## src/sv/ttb_pkg.sv

```systemverilog
// ----------------------------------------------------------------------------
// ttb_pkg: shared types and constants of the triangle tangent basis unit
// Holds the triangle record that travels from the front end to the back end.
// ----------------------------------------------------------------------------
package ttb_pkg;

  localparam int unsigned IDX_W      = 16;  // index field width on the ports
  localparam int unsigned INDEX_BITS = 16;  // default kept index bits
  localparam int unsigned POS_W      = 32;
  localparam int unsigned TEX_W      = 16;
  localparam int unsigned DP_W       = POS_W + 1;  // position delta
  localparam int unsigned DT_W       = TEX_W + 1;  // texture delta
  localparam int unsigned QUEUE_DEPTH = 2;

  // One closed triangle: indices and exact edge deltas.
  typedef struct packed {
    logic [IDX_W-1:0]          idx_a;
    logic [IDX_W-1:0]          idx_b;
    logic [IDX_W-1:0]          idx_c;
    logic [2:0][DP_W-1:0]      dp1;
    logic [2:0][DP_W-1:0]      dp2;
    logic [DT_W-1:0]           t1u;
    logic [DT_W-1:0]           t1v;
    logic [DT_W-1:0]           t2u;
    logic [DT_W-1:0]           t2v;
  } tri_rec_t;

endpackage

```

## src/sv/ttb_queue.sv

```systemverilog
// ----------------------------------------------------------------------------
// ttb_queue: triangle record queue
// A short register queue that decouples the collector from the solver.
// ----------------------------------------------------------------------------
module ttb_queue import ttb_pkg::*; (
  input  logic      clk_i,
  input  logic      rst_ni,
  input  logic      push_i,
  input  tri_rec_t  rec_i,
  output logic      full_o,
  output logic      valid_o,
  input  logic      pop_i,
  output tri_rec_t  rec_o
);

  localparam int unsigned PtrW = $clog2(QUEUE_DEPTH);

  tri_rec_t              mem_q [QUEUE_DEPTH];
  logic [PtrW-1:0]       wr_q, rd_q;
  logic [PtrW:0]         cnt_q;
  logic                  do_pop;

  assign full_o  = (cnt_q == (PtrW+1)'(QUEUE_DEPTH));
  assign valid_o = (cnt_q != '0);
  assign do_pop  = pop_i && valid_o;
  assign rec_o   = mem_q[rd_q];

  // Pointer and fill bookkeeping.
  always_ff @(posedge clk_i or negedge rst_ni) begin
    if (!rst_ni) begin
      wr_q  <= '0;
      rd_q  <= '0;
      cnt_q <= '0;
    end else begin
      if (push_i) begin
        wr_q <= (wr_q == PtrW'(QUEUE_DEPTH-1)) ? '0 : wr_q + 1'b1;
      end
      if (do_pop) begin
        rd_q <= (rd_q == PtrW'(QUEUE_DEPTH-1)) ? '0 : rd_q + 1'b1;
      end
      cnt_q <= cnt_q + (PtrW+1)'(push_i) - (PtrW+1)'(do_pop);
    end
  end

  // Storage.
  always_ff @(posedge clk_i) begin
    if (push_i) begin
      mem_q[wr_q] <= rec_i;
    end
  end

endmodule

```

## config.mk

```make
export PLATFORM = sky130hd
export DESIGN_NAME = ttb_queue
export DESIGN_NICKNAME = d
export VERILOG_FILES = /design/src/sv/ttb_pkg.sv /design/src/sv/ttb_queue.sv
export SDC_FILE = /design/constraint.sdc
export NUM_CORES = 1
export LEC_CHECK = 0
export BUFFER_PORTS_ARGS = -buffer_cell sky130_fd_sc_hd__buf_2
export CAP_MARGIN = 10
export CORE_AREA = 2 2 245 247
export CTS_CLUSTER_DIAMETER = 120
export DETAILED_ROUTE_END_ITERATION = 8
export DIE_AREA = 0 0 247 249
export SETUP_SLACK_MARGIN = 0.1
export SLEW_MARGIN = 20
export SYNTH_ARGS = -nofsm -noshare
export SYNTH_HDL_FRONTEND = slang
export SYNTH_SLANG_ARGS = --single-unit
```

## constraint.sdc

```tcl
create_clock -name clk_i -period 21.4 [get_ports clk_i]
set_clock_uncertainty 0.1 [all_clocks]
set_input_delay 4.28 -clock clk_i [delete_from_list [all_inputs] [get_ports clk_i]]
set_output_delay 4.28 -clock clk_i [all_outputs]
set_load 0.1 [all_outputs]
```

==> run metrics <==
ANT nets after route=0; asr flop ratio synth=less than 1%; top cells by count, synth=edfxtp_1, mux2_2, buf_6, buf_2, dfrtp_1; post-synth top area cell=edfxtp_1; most common cell in the synthesized netlist=edfxtp_1; Post-Synth Simple-Gate Area=0.109%; total negative slack=0 ps; Synth Area per Inst=about 23 µm²; Ports=634; fin crit share=39.1%; CTS resizes=0; crit path max fanout=approximately 70; vias after detailed routing=11944; grt ovf=0; fmax=about 0.12 GHz; total CTS buffers=67; IO Port Bufs=633; number of global-route vias before repair=12676; largest net degree at the start of global routing=168; CTS clock-pin slew for the worst setup and hold paths=60 ps; multiplexer share of the synthesized area=15.4%; TritonCTS clock tree=yes; status=finished, final reports clean; Placed Cells=2376; initial antenna violation count=32; Root Buffer=clkbuf_16; clock net sink count=around 630; Distinct cells, synth=13; Critical Path Source Type=register; Core Rows=89; top post-synthesis cells by area=edfxtp_1, mux2_2, buf_6; maximum level of the CTS H-tree=3; post-CTS setup buffer count=0; Post-synth EDFFs=628; Worst Path Required=between 15000 and 20000 ps; max-cap violations=0; Seq cells post-synth=632; Ys Warns=0; Hold Buf Count CTS=0; count of nets after finishing=~2000; crit end category=output pin; Final setup viols=0; prevailing post-synth register cell=edfxtp_1; Adder-Cell Fraction of Synth Area=0.109%; drt first pass iters=4; final slew viol count=0; vias per cell=4.77; area share of the largest cell type after synthesis=82.2%; Core ar.=roughly 59000 µm²; arrival time worst endpoint=3980 ps; area grow syn2layout=26.8%; fin crit period=8360 ps; Synth Cell Area=23000 µm²; Routed WL per cell=21.7 µm; filler-free cell count of the finished design=2506; die area=a little over 60000 µm²; setup repair after global routing missed its margin=false; worst skew pair latency=about 580 ps; ratio of cells with drive above 1 in the final layout=61.5%; drt total wl=54300 µm; complex-gate fraction of the synthesized area=0.0327%; die width=247 µm; fin area=slightly below 30000 µm²; first-pass GRT wire length=76900 µm; RePlAce Congestion=about 0.85; Fin. Hold Viols=0; synthesized instance count=994; sequential share of the synthesized area=82.6%; critical path type=reg2out; DRC viols=0; Starting Density=roughly 40%; total track usage=approximately 17%; slew margin rel.=29.1%; placed cell area=26800 µm²; worst-case clock buffer depth=3; WHS=approximately 420 ps; Worst-Margin Slew=about 1100 ps; main combinational cell family by area after synthesis=multiplexers; Iter 0 DRT Violations=approximately 700; die height=~250 µm; Post-Synth XOR/XNOR Area=less than 1%; Mapped Nets=1314; HPWL Detailed=approximately 38000 µm; Hold WC Path Type=reg2reg
## flip-flops by register name, indices dropped and copies added, names as in the netlist
register  cells
cnt_q         2
mem_q       628
rd_q          1
wr_q          1
## worst max-delay path, cell delays in order, from the launching register on
cell and delay (ps):
dfrtp_4 790, buf_4 800, buf_4 880, mux2_2 360, buf_2 440
## layout make-up
class,instances,area [µm²]
Fill cell,4909,29600
Sequential cell,632,19000
Multi-Input combinational cell,325,3640
Timing Repair Buffer,645,3290
Clock buffer,78,1760
Tap cell,773,967
Clock inverter,36,435
Antenna cell,15,37.5
Inverter,2,7.51
## stage by stage
| stage | setup slack, ps | utilization, % |
|---|---|---|
| 2_1_floorplan | 2490 | - |
| 3_3_place_gp | 13620 | 45.7 |
| 3_5_place_dp | 13630 | 45.7 |
| 4_1_cts | 12970 | 49.5 |
| 5_1_grt | 12810 | 49.6 |
| 6_report | 13040 | 49.6 |
## worst paths after layout
check                      slack, ps                 endpoint  depth (start not counted)          startpoint
setup / recovery               13040               rec_o[249]                          4    rd_q$_DFFE_PN0P_
hold / removal                   420       cnt_q[1]$_DFF_PN0_                          1  cnt_q[1]$_DFF_PN0_
setup reg to reg               17810  mem_q[1][228]$_DFFE_PP_                          3    wr_q$_DFFE_PN0P_
hold reg to reg                  420       cnt_q[1]$_DFF_PN0_                          1  cnt_q[1]$_DFF_PN0_
max in group asynchronous      17650         rd_q$_DFFE_PN0P_                          1              rst_ni
min in group asynchronous       3400       cnt_q[0]$_DFF_PN0_                          1              rst_ni
## per-layer routing
metal	share of wire (%)	global-route usage [%]
met4	2.9	7.97
met5	0.36	0
met2	52	29.6
met1	35	17.7
met3	10	7.43
## cell families (layout without fill, tap and decap cells)
| group | count (synthesis) | count (layout) |
|---|---|---|
| AO/OA/AOI/OAI | 1 | 1 |
| XOR/XNOR | 4 | 4 |
| adder cells (fa/ha/maj) | 2 | 2 |
| buffers and inverters | 37 | 761 |
| flip-flops | 632 | 632 |
| multiplexers | 314 | 314 |
| other | 0 | 15 |
| AND/OR/NAND/NOR | 4 | 4 |
## cell usage in the layout (no fill, tap or decap), drive strengths merged
cell      instances
buf             645
edfxtp          628
mux2            314
clkbuf           78
clkinv           21
diode            15
bufinv            9
inv               7
dfrtp             4
xnor2             2
xor2              2
ha                2
nor2b             2
or2               1
o21a              1
and2              1
clkinvlp          1
Power is not shown: default switching activity piles up to over one toggle a cycle in this logic, so the estimate is an artifact.
