==> config.mk <==
export PLATFORM = sky130hd
export DESIGN_NAME = ttb_front_flat
export DESIGN_NICKNAME = d
export VERILOG_FILES = /design/src/sv/ttb_pkg.sv /design/src/sv/ttb_if.sv /design/src/sv/ttb_front.sv /design/src/flat_wrapper.sv
export SDC_FILE = /design/constraint.sdc
export NUM_CORES = 1
export LEC_CHECK = 0
export ABC_CLOCK_PERIOD_IN_PS = 11300
export BUFFER_PORTS_ARGS = -buffer_cell sky130_fd_sc_hd__buf_2
export CELL_PAD_IN_SITES_DETAIL_PLACEMENT = 1
export CELL_PAD_IN_SITES_GLOBAL_PLACEMENT = 1
export CORE_AREA = 2 2 238 240
export DETAILED_ROUTE_END_ITERATION = 6
export DIE_AREA = 0 0 240 242
export PLACE_DENSITY = 0.77
export SYNTH_ARGS = -nofsm -noshare
export SYNTH_HDL_FRONTEND = slang
export SYNTH_SLANG_ARGS = --single-unit
==> constraint.sdc <==
create_clock -name clk_i -period 11.3 [get_ports clk_i]
set_input_delay 1.13 -clock clk_i [delete_from_list [all_inputs] [get_ports clk_i]]
set_output_delay 1.13 -clock clk_i [all_outputs]
set_load 0.03 [all_outputs]
==> src/sv/ttb_pkg.sv <==
// ----------------------------------------------------------------------------
// ttb_pkg: shared types and constants of the triangle tangent basis unit
// Holds the triangle record that travels from the front end to the back end.
// ----------------------------------------------------------------------------
package ttb_pkg;

  localparam int unsigned IDX_W      = 16;  // index field width on the ports
  localparam int unsigned INDEX_BITS = 16;  // default kept index bits
  localparam int unsigned POS_W      = 32;
  localparam int unsigned TEX_W      = 16;
  localparam int unsigned DP_W       = POS_W + 1;  // position delta
  localparam int unsigned DT_W       = TEX_W + 1;  // texture delta
  localparam int unsigned QUEUE_DEPTH = 2;

  // One closed triangle: indices and exact edge deltas.
  typedef struct packed {
    logic [IDX_W-1:0]          idx_a;
    logic [IDX_W-1:0]          idx_b;
    logic [IDX_W-1:0]          idx_c;
    logic [2:0][DP_W-1:0]      dp1;
    logic [2:0][DP_W-1:0]      dp2;
    logic [DT_W-1:0]           t1u;
    logic [DT_W-1:0]           t1v;
    logic [DT_W-1:0]           t2u;
    logic [DT_W-1:0]           t2v;
  } tri_rec_t;

endpackage

==> src/sv/ttb_if.sv <==
// ----------------------------------------------------------------------------
// ttb_if: channel interfaces of the triangle tangent basis unit
// A corner input channel and a result output channel, valid/ready each.
// ----------------------------------------------------------------------------
interface corner_if;
  logic        valid;
  logic        ready;
  logic [15:0] vertex_index;
  logic [31:0] pos_x;
  logic [31:0] pos_y;
  logic [31:0] pos_z;
  logic [15:0] tex_u;
  logic [15:0] tex_v;

  modport source (output valid, vertex_index, pos_x, pos_y, pos_z, tex_u, tex_v,
                  input ready);
  modport sink (input valid, vertex_index, pos_x, pos_y, pos_z, tex_u, tex_v,
                output ready);
endinterface


==> src/sv/ttb_front.sv <==
// ----------------------------------------------------------------------------
// ttb_front: corner collector
// Holds the first two corners of a triangle and, on the third, forms the
// edge deltas and pushes a triangle record into the queue.
// ----------------------------------------------------------------------------
module ttb_front import ttb_pkg::*; #(
  parameter int unsigned IndexBits = INDEX_BITS
) (
  input  logic         clk_i,
  input  logic         rst_ni,
  corner_if.sink       corner_i,
  input  logic         full_i,
  output logic         push_o,
  output tri_rec_t     rec_o
);

  localparam int unsigned KeepBits = (IndexBits < IDX_W) ? IndexBits : IDX_W;
  localparam logic [IDX_W-1:0] IdxMask = IDX_W'((64'd1 << KeepBits) - 64'd1);

  logic [1:0]             count_q, count_d;
  logic [IDX_W-1:0]       idx_q [2];
  logic [2:0][POS_W-1:0]  pos_q [2];
  logic [TEX_W-1:0]       u_q [2];
  logic [TEX_W-1:0]       v_q [2];
  logic                   xfer;
  logic [2:0][POS_W-1:0]  pos_in;
  logic [IDX_W-1:0]       idx_in;

  assign corner_i.ready = !full_i;
  assign xfer   = corner_i.valid && corner_i.ready;
  assign pos_in = {corner_i.pos_z, corner_i.pos_y, corner_i.pos_x};
  assign idx_in = corner_i.vertex_index & IdxMask;

  // Corner counter: two held corners, the third closes the triangle.
  always_comb begin
    count_d = count_q;
    if (xfer) begin
      count_d = (count_q == 2'd2) ? 2'd0 : count_q + 2'd1;
    end
  end

  always_ff @(posedge clk_i or negedge rst_ni) begin
    if (!rst_ni) begin
      count_q <= 2'd0;
    end else begin
      count_q <= count_d;
    end
  end

  // Holding registers for corners A and B.
  always_ff @(posedge clk_i) begin
    if (xfer && count_q != 2'd2) begin
      idx_q[count_q[0]] <= idx_in;
      pos_q[count_q[0]] <= pos_in;
      u_q[count_q[0]]   <= corner_i.tex_u;
      v_q[count_q[0]]   <= corner_i.tex_v;
    end
  end

  // Record for the back end, built from the held corners and the current one.
  always_comb begin
    rec_o.idx_a = idx_q[0];
    rec_o.idx_b = idx_q[1];
    rec_o.idx_c = idx_in;
    for (int k = 0; k < 3; k++) begin
      rec_o.dp1[k] = DP_W'($signed(pos_q[1][k]) - $signed(pos_q[0][k]));
      rec_o.dp2[k] = DP_W'($signed(pos_in[k]) - $signed(pos_q[0][k]));
    end
    rec_o.t1u = DT_W'($signed(u_q[1]) - $signed(u_q[0]));
    rec_o.t1v = DT_W'($signed(v_q[1]) - $signed(v_q[0]));
    rec_o.t2u = DT_W'($signed(corner_i.tex_u) - $signed(u_q[0]));
    rec_o.t2v = DT_W'($signed(corner_i.tex_v) - $signed(v_q[0]));
  end

  assign push_o = xfer && (count_q == 2'd2);

endmodule

==> src/flat_wrapper.sv <==
// flat-port wrapper written by rule: the top's interface ports become plain ports
module ttb_front_flat import ttb_pkg::*;
#(
  parameter int unsigned IndexBits = INDEX_BITS
)
  (clk_i, rst_ni, full_i, push_o, rec_o, corner_i_valid, corner_i_vertex_index, corner_i_pos_x, corner_i_pos_y, corner_i_pos_z, corner_i_tex_u, corner_i_tex_v, corner_i_ready);
  corner_if corner_i_i ();
  input  logic clk_i;
  input  logic rst_ni;
  input  logic full_i;
  output logic push_o;
  output tri_rec_t rec_o;
  input wire logic [$bits(corner_i_i.valid)-1:0] corner_i_valid;
  input wire logic [$bits(corner_i_i.vertex_index)-1:0] corner_i_vertex_index;
  input wire logic [$bits(corner_i_i.pos_x)-1:0] corner_i_pos_x;
  input wire logic [$bits(corner_i_i.pos_y)-1:0] corner_i_pos_y;
  input wire logic [$bits(corner_i_i.pos_z)-1:0] corner_i_pos_z;
  input wire logic [$bits(corner_i_i.tex_u)-1:0] corner_i_tex_u;
  input wire logic [$bits(corner_i_i.tex_v)-1:0] corner_i_tex_v;
  output wire logic [$bits(corner_i_i.ready)-1:0] corner_i_ready;
  assign corner_i_i.valid = corner_i_valid;
  assign corner_i_i.vertex_index = corner_i_vertex_index;
  assign corner_i_i.pos_x = corner_i_pos_x;
  assign corner_i_i.pos_y = corner_i_pos_y;
  assign corner_i_i.pos_z = corner_i_pos_z;
  assign corner_i_i.tex_u = corner_i_tex_u;
  assign corner_i_i.tex_v = corner_i_tex_v;
  assign corner_i_ready = corner_i_i.ready;
  ttb_front #(.IndexBits(IndexBits)) u_core (.clk_i(clk_i), .rst_ni(rst_ni), .corner_i(corner_i_i), .full_i(full_i), .push_o(push_o), .rec_o(rec_o));
endmodule
==> results of run 1 <==
## worst paths after layout
check                                  start                end  slack, ps
max                        corner_i_pos_y[0]         rec_o[133]       5550
min                                   rst_ni  u_core.count_q[1]        350
min reg2reg                u_core.count_q[0]  u_core.count_q[0]        600
min in group clk_i         u_core.count_q[0]  u_core.count_q[0]        600
max reg2reg                u_core.count_q[0]   u_core.v_q[1][9]       8210
max in group asynchronous             rst_ni  u_core.count_q[0]      10830
## per-layer routing
metal / up-vias / wire, um / track usage [%]
li1: 8766 / - / -
met1: 8915 / 26700 / 25.0
met2: 399 / 34900 / 41.6
met3: 123 / 4010 / 6.06
met4: 24 / 1840 / 7.12
met5: - / 168 / 0
## registers in the layout, indices dropped and copies added (netlist names)
name / flops
u_core.v_q: 32
u_core.count_q: 2
u_core.u_q: 32
u_core.pos_q: 192
u_core.idx_q: 32
## per-stage QoR
step           hold WS (ps)  area [um2]  std cells  setup WS [ps]  power (W)
2_1_floorplan           507       21400       2145           3640    0.00260
3_3_place_gp            570       24500       3335           5710    0.00309
3_5_place_dp            593       24500       3335           5590    0.00315
4_1_cts                 313       25700       3400           5580    0.00430
5_1_grt                 324       25700       3407           5320    0.00448
6_report                352       25700       3410           5550    0.00427
## area by class of cell
type	instances	area [um2]
multi-input combinational	1597	11700
timing repair buffer	467	2360
clock buffer	44	952
antenna	10	25.0
fill	6495	30000
inverter	225	845
clock inverter	21	190
tap	756	946
sequential	290	8700
## Yosys cell counts, types with 5 or more instances
master     number  area (um2)
a211o_1         5        43.8
fa_1           10         200
nand2_1       132         495
and3_1         33         206
a31o_2          5        43.8
nor2b_1        32         200
and2_1          8        50.1
nand2b_1       25         156
clkbuf_1       15        56.3
a21o_1         87         653
a2111oi_0       9        78.8
o211ai_1       19         143
a21boi_0        9        67.6
xnor2_1       152        1330
or3_1          14        87.6
a31oi_1        19         119
a211oi_1       16         120
a21oi_1       177         886
edfxtp_1      288        8650
o2111ai_1       8        70.1
o21a_1         42         315
ha_1          256        3200
nor2_1        137         514
nand4_1        22         138
or2_2           5        31.3
o21ai_0       101         505
inv_1         225         845
nor3_1         50         250
a41o_1          5        50.1
buf_4          16         120
nor3b_1        10        75.1
xor2_1         54         473
nand3_1        52         260
o31a_1          6        52.6
o21bai_1       28         210
## logic make-up after synthesis
family	after synthesis	share of synthesized area [%]
fa+ha+maj	266	15.9
compound gates	586	17.9
mux	5	0.240
flops	290	40.6
xor+xnor	206	8.43
simple gates	534	12.1
buf+inv	258	4.81
## worst max-delay path, delay by kind of cell
kind / cells / cell delay (ps)
buffers and inverters: 3 / 320
adders and majority gates: 2 / 630
and+or+nand+nor: 2 / 270
AOI/OAI and AO/OA: 7 / 2270
## power groups by stage
stage	Clock (W)	Sequential [W]	Combinational, W
2_1_floorplan	0	0.00135	0.00125
3_3_place_gp	0	0.00132	0.00177
3_5_place_dp	0	0.00133	0.00182
4_1_cts	0.00117	0.00131	0.00183
5_1_grt	0.00120	0.00131	0.00196
6_report	0.00114	0.00131	0.00182
==> results.yml, run 1 <==
final_layout:
  layout_common_cells: "463 x buf_2, 288 x edfxtp_1, 256 x ha_1"
  drive_gt1_share_pct: 20.7
  final_common_cell: "buf_2"
  syn_to_final_growth_pct: 20.1
  nNetsFinal: 3032
  final_util_pct: 46.1
critical_path:
  crit_top_cell: "o21ai_0"
  crit_required_ps: 10170
  arrival_ps: 4620
  path_class: "in -> out"
  rr_worst_depth: 3
  path_max_fanout: 4
  cp_cell_sequence: "buf_2 -> inv_1 -> ha_1 -> fa_1 -> nor2b_1 -> o21ai_0 -> a21oi_1 -> o21ai_0 -> o211a_1 -> o41ai_1 -> a41oi_1 -> nand3_1 -> o21ai_0 -> buf_2"
  cpPeakStageDelay_ps: 770
  end_kind: "primary output"
  critPathLaunchType: "primary input"
  crit_slowest_cell: "o41ai_1"
synthesis:
  synth-seq-area-share_pct: 40.6
  syn_area_um2: 21400
  syn_nets: 2559
  synth-seq-cells: 290
  synth_edf_count: 288
  ys.flop_type: "edfxtp_1"
  yosys_warnings: 0
  async_flop_share_pct: 0.690
  synthDistinctLibCells: 76
  synthCells: 2145
  avgSynthCellArea_um2: 9.98
pwr:
  cellInternalPower_w: 0.00252
  ir_drop_mv: 0.109
  p_leak_nw: 11.7
  clock_power_share_pct: 26.7
  p_per_area_nw_per_um2: 166
  power_frac_seq_pct: 30.6
  pwr-share-comb_pct: 42.7
  switchingPower_w: 0.00175
  switching_share_pct: 41.1
place:
  port_buffers: 463
  place.gp.congestion: 0.901
  hpwl_mm: 53.8
grt:
  antenna_found_initial: 22
  grt_pass1_vias: 19400
  grt_usage_pct: 22.6
  grt_pass1_wl_mm: 105
  grt_max_degree: 146
  gr-total-overflow: 0
sta:
  clock_skew_ps: 24.8
  min_period_ps: 5750
  hold_viol: 0
  finalMaxSlewViolations: 0
  maxSlewHeadroom_pct: 34.3
  fin_setup_tns_ps: 0
  tightestPinTransition_ps: 985
  rsz0062_at_grt: "false"
  finalSetupViolations: 0
  fmax_ghz: 0.174
  final.period_utilization_pct: 50.9
flow_run:
  cap_viol_max_count: 0
cts:
  worst_skew_pair.late_latency_ps: 550
  postCtsSetupBuffers: 0
  cts_tree: "done"
  clock-root-buffer: "clkbuf_16"
  cts_hold_buf: 0
  cts_resized: 0
  h-tree-depth: 2
  numCtsBuffers: 37
  cts_buffer_depth: 3
  cts.clk_slew.worst_paths_ps: 60
  clkSinkCount: 290
floorplanning:
  die_y_um: 242
  die_area_um2: 58100
  ios: 464
  core_um2: 55700
  std_cell_rows: 87
  start_util_pct: 38.4
  fp.dieW_um: 240
detailed_routing:
  vias_per_cell: 5.35
  firstDrtPassIters: 5
  ant_nets: 0
  vias: 18200
  first_iter_violations: 661
  drc: 0
  post_drt_wl_per_cell_um: 19.8
  wl_mm: 67.6
worst_hold_path:
  worstHoldPathType: "in -> async"
status:
  status: "finished clean"
Note: power is estimated with default switching activity, not from simulation.
==> inputs of run 2 (changes only) <==
ABC_AREA = 1   (was default)
ABC_CLOCK_PERIOD_IN_PS = 5100   (was 11300)
CORE_AREA = 2 2 277 279   (was 2 2 238 240)
DIE_AREA = 0 0 279 281   (was 0 0 240 242)
clock period = 5.1 ns   (was 11.3 ns; I/O delays follow)
==> results.yml, run 2 <==
critical_path:
  reg2reg_slack_ps: 2920
  rr_worst_depth: 3
  arrival_ps: 2920
  path_class: "reg -> out"
  crit_required_ps: 4590
  setup.worst_path.start: "u_core.pos_q[0][0]"
  critPathLaunchType: "flop"
  end_kind: "primary output"
  rr_startpoint: "u_core.count_q[0]"
  crit_path_end: "rec_o[183]"
  path_max_fanout: 3
  r2r-end: "u_core.pos_q[1][28]"
synthesis:
  synth_edf_count: 288
  yosys.area.top_type: "edfxtp_1"
  synth_most_common_cell: "nand2_1"
  syn_nets: 4645
  yosys_warnings: 0
  synth_area_leaders: "edfxtp_1 31%, nand2_1 23%, inv_1 14%, ha_1 12%, nor2_1 4.0%"
  synthDistinctLibCells: 26
  ys.flop_type: "edfxtp_1"
  synthCells: 4231
  synth_top_area_share_pct: 31.3
  synth-seq-cells: 290
  synthTopCellsByCount: "1,682 x nand2_1, 994 x inv_1, 297 x nor2_1"
  syn_area_um2: 27600
  synth-seq-area-share_pct: 31.5
  async_flop_share_pct: 0.690
  avgSynthCellArea_um2: 6.52
sta:
  maxSlewHeadroom_pct: 40.1
  tightestPinTransition_ps: 899
  clock_skew_ps: 29.4
  final.period_utilization_pct: 67.3
  hold_viol: 0
  fmax_ghz: 0.291
  rsz0062_at_grt: "false"
  finalSetupViolations: 0
  hold_slack_ps: 136
  setup_ws_ps: 1670
  min_period_ps: 3430
  fin_setup_tns_ps: 0
  finalMaxSlewViolations: 0
detailed_routing:
  post_drt_wl_per_cell_um: 16.6
  first_iter_violations: 1161
  vias_per_cell: 4.78
  drc: 0
  vias: 27400
  ant_nets: 0
  wl_mm: 95.1
  firstDrtPassIters: 5
flow_run:
  cap_viol_max_count: 0
worst_hold_path:
  worstHoldPathType: "in -> reg"
  hp-start: "corner_i_vertex_index[11]"
cts:
  clkSinkCount: 290
  cts_buffer_depth: 3
  h-tree-depth: 2
  clock-root-buffer: "clkbuf_16"
  numCtsBuffers: 37
  cts.clk_slew.worst_paths_ps: 60
  worst_skew_pair.late_latency_ps: 570
  cts_tree: "done"
grt:
  grt_usage_pct: 23.9
  gr-total-overflow: 0
  grt_pass1_wl_mm: 149
  grt_pass1_vias: 28400
  antenna_found_initial: 11
  grt_max_degree: 146
place:
  place.gp.congestion: 0.921
  placed_cells: 5656
  dpl_worst_slack_ps: 2100
  port_buffers: 463
  hpwl_mm: 81.3
final_layout:
  nNetsFinal: 5132
  final_common_cell: "nand2_1"
  layout_common_cells: "1,682 x nand2_1, 994 x inv_1, 463 x buf_2"
  final_cell_count_no_fill: 5732
  largest_reg_flops: 192
  drive_gt1_share_pct: 12.6
  n_fill_cell: 10100
  syn_to_final_growth_pct: 17.2
floorplanning:
  fp.dieW_um: 279
  die_area_um2: 78400
  std_cell_rows: 101
  core_um2: 75400
  start_util_pct: 36.6
  ios: 464
  die_y_um: 281
pwr:
  p_leak_nw: 19.2
  ir_drop_mv: 0.227
  p_per_area_nw_per_um2: 327
  power_w: 0.0106
status:
  status: "finished clean"
run 2: area by class of cell:
class / instances / area [um2] / area share (%)
tap: 978 / 1220 / 3.79
clock inverter: 27 / 299 / 0.925
multi-input combinational: 2927 / 15000 / 46.5
antenna: 7 / 17.5 / 0.0542
sequential: 290 / 8700 / 26.9
inverter: 994 / 3730 / 11.5
clock buffer: 41 / 941 / 2.91
timing repair buffer: 468 / 2380 / 7.37
run 2: power breakdown:
part           switching (W)  internal [W]  total, W
sequential         0.0000628       0.00286   0.00292
clock                0.00113       0.00161   0.00274
combinational        0.00355       0.00135   0.00490
run 2: worst min path at each step:
stage                                     end  cells past startpoint
after global placement      u_core.count_q[1]                      1
after CTS                 u_core.idx_q[1][11]                      1
final                     u_core.idx_q[1][11]                      1
after global routing      u_core.idx_q[1][11]                      1
after floorplan             u_core.count_q[0]                      0
after detailed placement    u_core.count_q[1]                      1
run 2: cells by family (layout without fill, tap and decap cells):
family / count (synthesis) / count (layout) / synth area share, %
adders and majority gates: 266 / 266 / 12.3
xor gates and xnor gates: 121 / 121 / 3.84
AOI/OAI and AO/OA: 228 / 228 / 4.65
buffers and inverters: 1014 / 1530 / 14.1
DFF: 290 / 290 / 31.5
and+or+nand+nor: 2312 / 2312 / 33.6
other: 0 / 7 / 0
run 2: metrics by stage:
stage | utilization, % | area (um2)
6_report | 42.8 | 32300
3_3_place_gp | 41.2 | 31100
4_1_cts | 42.8 | 32300
2_1_floorplan | - | 27600
3_5_place_dp | 41.2 | 31100
5_1_grt | 42.8 | 32300
run 2: critical path: stages, from the launching register on:
cell and delay (ps):
edfxtp_1 430, ha_1 240, fa_1 410, inv_1 140, nand2_1 70, nand2_1 80
nand3_1 100, nand2_2 110, nand2_1 70, nand2_2 120, xor2_1 300, buf_2 260
run 2: repair_timing:
action | 4_1_cts | 5_1_grt
buffers inserted | 0 | 0
endpoints found under the hold margin | 2 | 0
hold buffers | 1 | 0
endpoints found under the setup margin | 0 | 0
gates resized for setup | 0 | 0
run 2: per-layer routing:
metal	GRT usage [%]	routed length, um	vias up
met5	0	28	-
met2	43.5	47000	512
met4	9.18	3820	4
li1	-	-	13900
met3	2.36	3050	165
met1	29.1	41200	12800
