--- src/sv/ttb_pkg.sv ---
// ----------------------------------------------------------------------------
// ttb_pkg: shared types and constants of the triangle tangent basis unit
// Holds the triangle record that travels from the front end to the back end.
// ----------------------------------------------------------------------------
package ttb_pkg;

  localparam int unsigned IDX_W      = 16;  // index field width on the ports
  localparam int unsigned INDEX_BITS = 16;  // default kept index bits
  localparam int unsigned POS_W      = 32;
  localparam int unsigned TEX_W      = 16;
  localparam int unsigned DP_W       = POS_W + 1;  // position delta
  localparam int unsigned DT_W       = TEX_W + 1;  // texture delta
  localparam int unsigned QUEUE_DEPTH = 2;

  // One closed triangle: indices and exact edge deltas.
  typedef struct packed {
    logic [IDX_W-1:0]          idx_a;
    logic [IDX_W-1:0]          idx_b;
    logic [IDX_W-1:0]          idx_c;
    logic [2:0][DP_W-1:0]      dp1;
    logic [2:0][DP_W-1:0]      dp2;
    logic [DT_W-1:0]           t1u;
    logic [DT_W-1:0]           t1v;
    logic [DT_W-1:0]           t2u;
    logic [DT_W-1:0]           t2v;
  } tri_rec_t;

endpackage

--- src/sv/ttb_if.sv ---


interface basis_if;
  logic        valid;
  logic        ready;
  logic [15:0] corner_a;
  logic [15:0] corner_b;
  logic [15:0] corner_c;
  logic [31:0] tangent_x;
  logic [31:0] tangent_y;
  logic [31:0] tangent_z;
  logic [31:0] bitangent_x;
  logic [31:0] bitangent_y;
  logic [31:0] bitangent_z;
  logic        degenerate;

  modport source (output valid, corner_a, corner_b, corner_c, tangent_x, tangent_y,
                  tangent_z, bitangent_x, bitangent_y, bitangent_z, degenerate,
                  input ready);
  modport sink (input valid, corner_a, corner_b, corner_c, tangent_x, tangent_y,
                tangent_z, bitangent_x, bitangent_y, bitangent_z, degenerate,
                output ready);
endinterface

--- src/sv/ttb_back.sv ---
// ----------------------------------------------------------------------------
// ttb_back: tangent basis solver
// Sequencer around one pair of multipliers and one radix-2 divider; computes
// the determinant, six numerators and six rounded, saturated quotients.
// ----------------------------------------------------------------------------
module ttb_back import ttb_pkg::*; (
  input  logic      clk_i,
  input  logic      rst_ni,
  input  logic      valid_i,
  input  tri_rec_t  rec_i,
  output logic      pop_o,
  basis_if.source   basis_o
);

  localparam logic [3:0] S_IDLE = 4'd0;
  localparam logic [3:0] S_DET  = 4'd1;
  localparam logic [3:0] S_DETC = 4'd2;
  localparam logic [3:0] S_MUL  = 4'd3;
  localparam logic [3:0] S_NUM  = 4'd4;
  localparam logic [3:0] S_PREP = 4'd5;
  localparam logic [3:0] S_DIV  = 4'd6;
  localparam logic [3:0] S_FIN  = 4'd7;
  localparam logic [3:0] S_OUT  = 4'd8;

  localparam int unsigned PW  = DP_W + DT_W;  // product width
  localparam int unsigned NW  = PW + 1;       // numerator width
  localparam int unsigned DW  = 2*DT_W + 1;   // determinant width
  localparam int unsigned NNW = NW - 1 + 12;  // scaled magnitude width
  localparam int unsigned QW  = 33;           // quotient bits kept
  localparam int unsigned RW  = DW + 1;       // remainder width

  logic [3:0]               state_q;
  tri_rec_t                 rec_q;
  logic [2:0]               comp_q;
  logic signed [DP_W-1:0]   ma0, ma1;
  logic signed [DT_W-1:0]   mb0, mb1;
  logic signed [PW-1:0]     pa_q, pb_q;
  logic signed [DW-1:0]     det_q;
  logic signed [NW-1:0]     num_q;
  logic signed [NW:0]       num_diff;
  logic signed [PW:0]       det_diff;
  logic [NW-2+1:0]          nm;
  logic [DW-1:0]            dm;
  logic [NNW:0]             nn;
  logic [NNW:0]             nn_q;
  logic [DW-1:0]            dm_q;
  logic [RW-1:0]            rem_q;
  logic [RW-1:0]            rem_sh;
  logic [QW-1:0]            quo_q;
  logic [5:0]               cnt_q;
  logic                     neg_q, ovf_q, deg_q;
  logic [31:0]              res_q [6];
  logic [31:0]              sat;
  logic [1:0]               k;
  logic                     out_free;

  assign out_free = !basis_o.valid || basis_o.ready;
  assign pop_o    = (state_q == S_IDLE) && valid_i;
  assign k        = (comp_q < 3'd3) ? comp_q[1:0] : 2'(comp_q - 3'd3);

  // Multiplier operand selection: determinant first, then each component.
  always_comb begin
    ma0 = DP_W'($signed(rec_q.t1u));
    mb0 = $signed(rec_q.t2v);
    ma1 = DP_W'($signed(rec_q.t1v));
    mb1 = $signed(rec_q.t2u);
    if (state_q == S_MUL) begin
      if (comp_q < 3'd3) begin
        ma0 = $signed(rec_q.dp1[k]);
        mb0 = $signed(rec_q.t2v);
        ma1 = $signed(rec_q.dp2[k]);
        mb1 = $signed(rec_q.t1v);
      end else begin
        ma0 = $signed(rec_q.dp2[k]);
        mb0 = $signed(rec_q.t1u);
        ma1 = $signed(rec_q.dp1[k]);
        mb1 = $signed(rec_q.t2u);
      end
    end
  end

  // Registered products.
  always_ff @(posedge clk_i) begin
    pa_q <= ma0 * mb0;
    pb_q <= ma1 * mb1;
  end

  // Datapath helpers.
  assign det_diff = (PW+1)'(pa_q) - (PW+1)'(pb_q);
  assign num_diff = (NW+1)'(pa_q) - (NW+1)'(pb_q);
  assign nm = num_q[NW-1] ? (NW)'(-num_q) : (NW)'(num_q);
  assign dm = det_q[DW-1] ? DW'(-det_q) : DW'(det_q);
  assign nn = {nm[NW-2:0], 12'd0} + (NNW+1)'(dm >> 1);
  assign rem_sh = {rem_q[RW-2:0], nn_q[cnt_q]};

  // Round-to-nearest quotient, saturated to the signed 32-bit range.
  always_comb begin
    if (ovf_q) begin
      sat = neg_q ? 32'h8000_0000 : 32'h7FFF_FFFF;
    end else if (neg_q) begin
      sat = (quo_q > 33'h0_8000_0000) ? 32'h8000_0000 : 32'(-quo_q);
    end else begin
      sat = (quo_q > 33'h0_7FFF_FFFF) ? 32'h7FFF_FFFF : quo_q[31:0];
    end
  end

  // Result valid: set when a result is loaded, cleared after its transfer.
  always_ff @(posedge clk_i or negedge rst_ni) begin
    if (!rst_ni) begin
      basis_o.valid <= 1'b0;
    end else if (state_q == S_OUT && out_free) begin
      basis_o.valid <= 1'b1;
    end else if (basis_o.valid && basis_o.ready) begin
      basis_o.valid <= 1'b0;
    end
  end

  // Sequencer.
  always_ff @(posedge clk_i or negedge rst_ni) begin
    if (!rst_ni) begin
      state_q <= S_IDLE;
      comp_q  <= '0;
      cnt_q   <= '0;
    end else begin
      unique case (state_q)
        S_IDLE: begin
          if (valid_i) begin
            comp_q  <= '0;
            state_q <= S_DET;
          end
        end
        S_DET:  state_q <= S_DETC;
        S_DETC: state_q <= (det_diff == '0) ? S_OUT : S_MUL;
        S_MUL:  state_q <= S_NUM;
        S_NUM:  state_q <= S_PREP;
        S_PREP: begin
          cnt_q   <= 6'(QW - 1);
          state_q <= S_DIV;
        end
        S_DIV: begin
          if (ovf_q || cnt_q == '0) begin
            state_q <= S_FIN;
          end
          cnt_q <= cnt_q - 6'd1;
        end
        S_FIN: begin
          if (comp_q == 3'd5) begin
            state_q <= S_OUT;
          end else begin
            comp_q  <= comp_q + 3'd1;
            state_q <= S_MUL;
          end
        end
        S_OUT: begin
          if (out_free) begin
            state_q <= S_IDLE;
          end
        end
        default: state_q <= S_IDLE;
      endcase
    end
  end

  // Datapath registers.
  always_ff @(posedge clk_i) begin
    unique case (state_q)
      S_IDLE: begin
        if (valid_i) begin
          rec_q <= rec_i;
        end
      end
      S_DETC: begin
        det_q <= DW'(det_diff);
        deg_q <= (det_diff == '0);
        for (int i = 0; i < 6; i++) begin
          res_q[i] <= '0;
        end
      end
      S_NUM: num_q <= NW'(num_diff);
      S_PREP: begin
        neg_q <= num_q[NW-1] ^ det_q[DW-1];
        nn_q  <= nn;
        dm_q  <= dm;
        ovf_q <= ({5'd0, nn} >= ({(DW+QW)'(dm)} << QW));
        rem_q <= RW'(nn[NNW:QW]);
        quo_q <= '0;
      end
      S_DIV: begin
        if (rem_sh >= RW'(dm_q)) begin
          rem_q <= rem_sh - RW'(dm_q);
          quo_q <= {quo_q[QW-2:0], 1'b1};
        end else begin
          rem_q <= rem_sh;
          quo_q <= {quo_q[QW-2:0], 1'b0};
        end
      end
      S_FIN: res_q[comp_q] <= sat;
      S_OUT: begin
        if (out_free) begin
          basis_o.corner_a    <= rec_q.idx_a;
          basis_o.corner_b    <= rec_q.idx_b;
          basis_o.corner_c    <= rec_q.idx_c;
          basis_o.tangent_x   <= res_q[0];
          basis_o.tangent_y   <= res_q[1];
          basis_o.tangent_z   <= res_q[2];
          basis_o.bitangent_x <= res_q[3];
          basis_o.bitangent_y <= res_q[4];
          basis_o.bitangent_z <= res_q[5];
          basis_o.degenerate  <= deg_q;
        end
      end
      default: ;
    endcase
  end

endmodule

--- src/flat_wrapper.sv ---
// flat-port wrapper written by rule: the top's interface ports become plain ports
module ttb_back_flat import ttb_pkg::*;
  (clk_i, rst_ni, valid_i, rec_i, pop_o, basis_o_valid, basis_o_corner_a, basis_o_corner_b, basis_o_corner_c, basis_o_tangent_x, basis_o_tangent_y, basis_o_tangent_z, basis_o_bitangent_x, basis_o_bitangent_y, basis_o_bitangent_z, basis_o_degenerate, basis_o_ready);
  basis_if basis_o_i ();
  input  logic clk_i;
  input  logic rst_ni;
  input  logic valid_i;
  input  tri_rec_t rec_i;
  output logic pop_o;
  output wire logic [$bits(basis_o_i.valid)-1:0] basis_o_valid;
  output wire logic [$bits(basis_o_i.corner_a)-1:0] basis_o_corner_a;
  output wire logic [$bits(basis_o_i.corner_b)-1:0] basis_o_corner_b;
  output wire logic [$bits(basis_o_i.corner_c)-1:0] basis_o_corner_c;
  output wire logic [$bits(basis_o_i.tangent_x)-1:0] basis_o_tangent_x;
  output wire logic [$bits(basis_o_i.tangent_y)-1:0] basis_o_tangent_y;
  output wire logic [$bits(basis_o_i.tangent_z)-1:0] basis_o_tangent_z;
  output wire logic [$bits(basis_o_i.bitangent_x)-1:0] basis_o_bitangent_x;
  output wire logic [$bits(basis_o_i.bitangent_y)-1:0] basis_o_bitangent_y;
  output wire logic [$bits(basis_o_i.bitangent_z)-1:0] basis_o_bitangent_z;
  output wire logic [$bits(basis_o_i.degenerate)-1:0] basis_o_degenerate;
  input wire logic [$bits(basis_o_i.ready)-1:0] basis_o_ready;
  assign basis_o_valid = basis_o_i.valid;
  assign basis_o_corner_a = basis_o_i.corner_a;
  assign basis_o_corner_b = basis_o_i.corner_b;
  assign basis_o_corner_c = basis_o_i.corner_c;
  assign basis_o_tangent_x = basis_o_i.tangent_x;
  assign basis_o_tangent_y = basis_o_i.tangent_y;
  assign basis_o_tangent_z = basis_o_i.tangent_z;
  assign basis_o_bitangent_x = basis_o_i.bitangent_x;
  assign basis_o_bitangent_y = basis_o_i.bitangent_y;
  assign basis_o_bitangent_z = basis_o_i.bitangent_z;
  assign basis_o_degenerate = basis_o_i.degenerate;
  assign basis_o_i.ready = basis_o_ready;
  ttb_back u_core (.clk_i(clk_i), .rst_ni(rst_ni), .valid_i(valid_i), .rec_i(rec_i), .pop_o(pop_o), .basis_o(basis_o_i));
endmodule
--- config.mk ---
export PLATFORM = sky130hd
export DESIGN_NAME = ttb_back_flat
export DESIGN_NICKNAME = d
export VERILOG_FILES = /design/src/sv/ttb_pkg.sv /design/src/sv/ttb_if.sv /design/src/sv/ttb_back.sv /design/src/flat_wrapper.sv
export SDC_FILE = /design/constraint.sdc
export NUM_CORES = 2
export LEC_CHECK = 0
export BUFFER_PORTS_ARGS = -buffer_cell sky130_fd_sc_hd__buf_2
export CORE_MARGIN = 1
export CORE_UTILIZATION = 45
export DETAILED_ROUTE_END_ITERATION = 12
export GPL_ROUTABILITY_DRIVEN = 0
export SYNTH_ARGS = -nofsm -noshare
export SYNTH_HDL_FRONTEND = slang
export SYNTH_SLANG_ARGS = --single-unit
--- constraint.sdc ---
create_clock -name clk_i -period 105.5 [get_ports clk_i]
set_clock_uncertainty 0.2 [all_clocks]
set_input_delay 15.825 -clock clk_i [delete_from_list [all_inputs] [get_ports clk_i]]
set_output_delay 15.825 -clock clk_i [all_outputs]
set_load 0.01 [all_outputs]
==> results_dict.tcl <==
set metrics [dict create \
    nNetsFinal 10500 \
    worstSetupEndpoint "pop_o" \
    path_clk_slew_ns 0.06 \
    fmax_mhz 29.8 \
    cp-end-kind "output port" \
    cp_cell_sequence "buf_2 -> inv_1 -> nor4b_2 -> buf_4 -> buf_2" \
    clk_latency_ns 0.78 \
    reg2reg_to "u_core.pb_q[49]$_DFF_P_" \
    status "finished clean" \
    netlist_area_sq_mm 0.0874 \
    critPathLaunch "valid_i" \
    numCtsBuffers 114 \
    cts_buffer_depth 3 \
    yosysWarnings 0 \
    drc 0 \
    r2r_start "u_core.comp_q[2]$_DFFE_PN0P_" \
    worst_path_most_repeated_cell "buf_2" \
    setup_viol 0 \
    vias 62100 \
    syn_to_final_growth_pct 11.1 \
    post-route-period-util 0.318 \
    hp-class "register to register" \
    grt_pass1_vias 63800 \
    fp.dieW_microns 443 \
    clock_sinks 1104 \
    clock-root-buffer "clkbuf_16" \
    synth_area_per_cell_sq_um 10.6 \
    dp_hpwl_microns 197000 \
    overflow 0 \
    wl_per_cell_microns 22.1 \
    drt_wl_total_microns 251000 \
    grt_usage 0.256 \
    postCtsSetupBuffers 0 \
    ant_nets 0 \
    tightest_slew_ns 1.31 \
    grt_pass1_wl_microns 384000 \
    hold_viol 0 \
    synth-edff-count 990 \
    initial_core_util 0.453 \
    maxCapViolCount 0 \
    rows 161 \
    cts_tree "done" \
    io_buffers 560 \
    fin_setup_tns_ns 0 \
    synth_ff_type "edfxtp_1" \
    yosys.cell_types.count 99 \
    yosysSeqAreaShare 0.367 \
    async_flop_share 0.0127 \
    cts_max_level 3 \
    crit_arrival_ns 17.52 \
    ctsResizeCount 0 \
    path_delay_family "buffers and inverters" \
    slew_headroom 0.118 \
    drt-initial-drc-count 4736 \
    io-pin-count 561 \
    worstPathRequired_ns 89.48 \
    cp.depth 5 \
    drive_gt1_frac 0.116 \
    start_kind "primary input" \
    grt_max_degree 166 \
    synthTopCellsByArea "edfxtp_1 (34%), fa_1 (25%), inv_1 (5.7%), ha_1 (5.4%), nand2_1 (4.1%)" \
    die_area_sq_mm 0.196 \
    ctsHoldBuffers 0 \
    core_sq_mm 0.193 \
    slowest_stage "nor4b_2" \
    cp_max_fo 33 \
    yosysTopAreaCell "edfxtp_1" \
    worstRegToRegCells 31 \
    vias_per_cell 5.47 \
    synth_seq_cells 1104 \
    path_buf_inv 4 \
    die_h_microns 443 \
    slowest_delay_ns 0.71 \
    period_minus_slack_ns 33.54 \
    syn_inst 8270 \
    grt_antenna_before_repair 21 \
    synth_nets 10000 \
    drt-pass1-iter-count 8 \
    slew_violations 0 \
    netlist.area_leader.share 0.340 \
    ff2ff_setup_slack_ns 93.86 \
    rsz0062_at_grt "no" \
    critPathKind "primary input to output port" \
]
## state kept, by name, indices dropped and copies added (netlist names), 33 cells and up
name and flops:
u_core.pb_q 50, u_core.num_q 51, u_core.nn_q 51, u_core.rem_q 35, u_core.rec_q 314, u_core.quo_q 33, u_core.dm_q 35, u_core.pa_q 50
u_core.res_q 192, u_core.det_q 35
## cell usage after synthesis, types with 18 or more instances
library cell / n
clkbuf_1: 276
mux2_2: 61
o21bai_1: 37
or4_1: 26
mux4_2: 20
or2_2: 19
nor2_1: 851
nand2b_1: 55
inv_1: 1328
nand4_1: 55
xor2_1: 81
a21oi_1: 435
nor2b_1: 43
nor3_1: 165
nand2_1: 948
buf_1: 29
a211oi_1: 24
o21a_1: 38
and2_1: 47
nand3_1: 70
a21o_1: 158
o21ai_0: 158
o31ai_1: 29
mux2i_1: 142
fa_1: 1075
ha_1: 379
or3_1: 30
xnor2_1: 223
a31oi_1: 47
edfxtp_1: 990
nor4_1: 39
o211ai_1: 18
dfxtp_1: 100
and3_1: 27
## through the flow
| stage | instance area (sq um) | setup WS (ns) | utilization | instances | hold WS, ns |
|---|---|---|---|---|---|
| floorplan | 87400 | 41.62 | - | 8270 | 0.200 |
| detailed placement | 93200 | 71.77 | 0.483 | 11100 | 0.205 |
| global route | 97100 | 71.82 | 0.504 | 11400 | 0.175 |
| global placement | 93200 | 71.76 | 0.483 | 11100 | 0.200 |
| finish | 97100 | 71.96 | 0.504 | 11400 | 0.169 |
| CTS | 97100 | 71.76 | 0.503 | 11400 | 0.168 |
## area by class of cell
type / count / area (sq um)
clock buffer: 134 / 2990
multi-input combinational: 5520 / 49400
timing repair buffer: 660 / 3570
sequential: 1104 / 32100
fill: 17400 / 95700
inverter: 1331 / 5000
tap: 2526 / 3160
clock inverter: 79 / 895
antenna: 9 / 22.5
## cell usage in the layout (no fill, tap or decap), types with 29 or more instances in the layout
cell type	netlist	routed
fa_1	1075	1075
ha_1	379	379
nand2b_1	55	55
o21ai_0	158	158
nor2_1	851	849
nand4_1	55	55
mux2_2	61	61
xnor2_1	223	223
edfxtp_1	990	990
o31ai_1	29	29
and2_1	47	46
dfxtp_1	100	100
nor3_1	165	163
o21a_1	38	38
o21bai_1	37	37
inv_1	1328	1328
a31oi_1	47	47
nor2b_1	43	41
a21o_1	158	158
or3_1	30	30
buf_4	2	99
nand3_1	70	69
xor2_1	81	81
nor4_1	39	38
buf_2	6	560
nand2_1	948	947
clkbuf_16	0	114
mux2i_1	142	119
a21oi_1	435	431
## routing by layer
layer,up-vias,part of all wire,track usage
li1,28000,-,-
met1,31000,0.41,0.334
met2,2583,0.47,0.418
met3,514,0.080,0.0523
met4,18,0.046,0.106
met5,-,0.00055,0.00171
## worst min path at each step
stage                     slack [ns]  depth (start not counted)                         startpoint                                    end
final                           0.17                          0        u_core.rec_q[267]$_DFFE_PP_   u_core.basis_o.corner_c[1]$_DFFE_PP_
after floorplan                 0.20                          0   u_core.res_q[3][0]$_SDFFCE_PN0P_       basis_o_bitangent_x[0]$_DFFE_PP_
after global placement          0.20                          0        u_core.rec_q[293]$_DFFE_PP_  u_core.basis_o.corner_b[11]$_DFFE_PP_
after global routing            0.18                          0        u_core.rec_q[284]$_DFFE_PP_   u_core.basis_o.corner_b[2]$_DFFE_PP_
after detailed placement        0.20                          0  u_core.res_q[3][11]$_SDFFCE_PN0P_      basis_o_bitangent_x[11]$_DFFE_PP_
after CTS                       0.17                          0        u_core.rec_q[267]$_DFFE_PP_   u_core.basis_o.corner_c[1]$_DFFE_PP_
## cell families (layout without fill, tap and decap cells)
logic type	count (synthesis)	count (layout)	synth area share
AO/OA/AOI/OAI	1091	1091	0.0777
buffers and inverters	1646	2204	0.0710
adder cells (fa/ha/maj)	1454	1454	0.301
flip-flops	1104	1104	0.367
AND/OR/NAND/NOR	2444	2444	0.123
other	0	9	0
XOR/XNOR	305	305	0.0307
multiplexers	226	226	0.0297
Power is left out: the tool's default activity adds up to more than one toggle a clock period on the data nets, which glitch-free logic cannot reach.
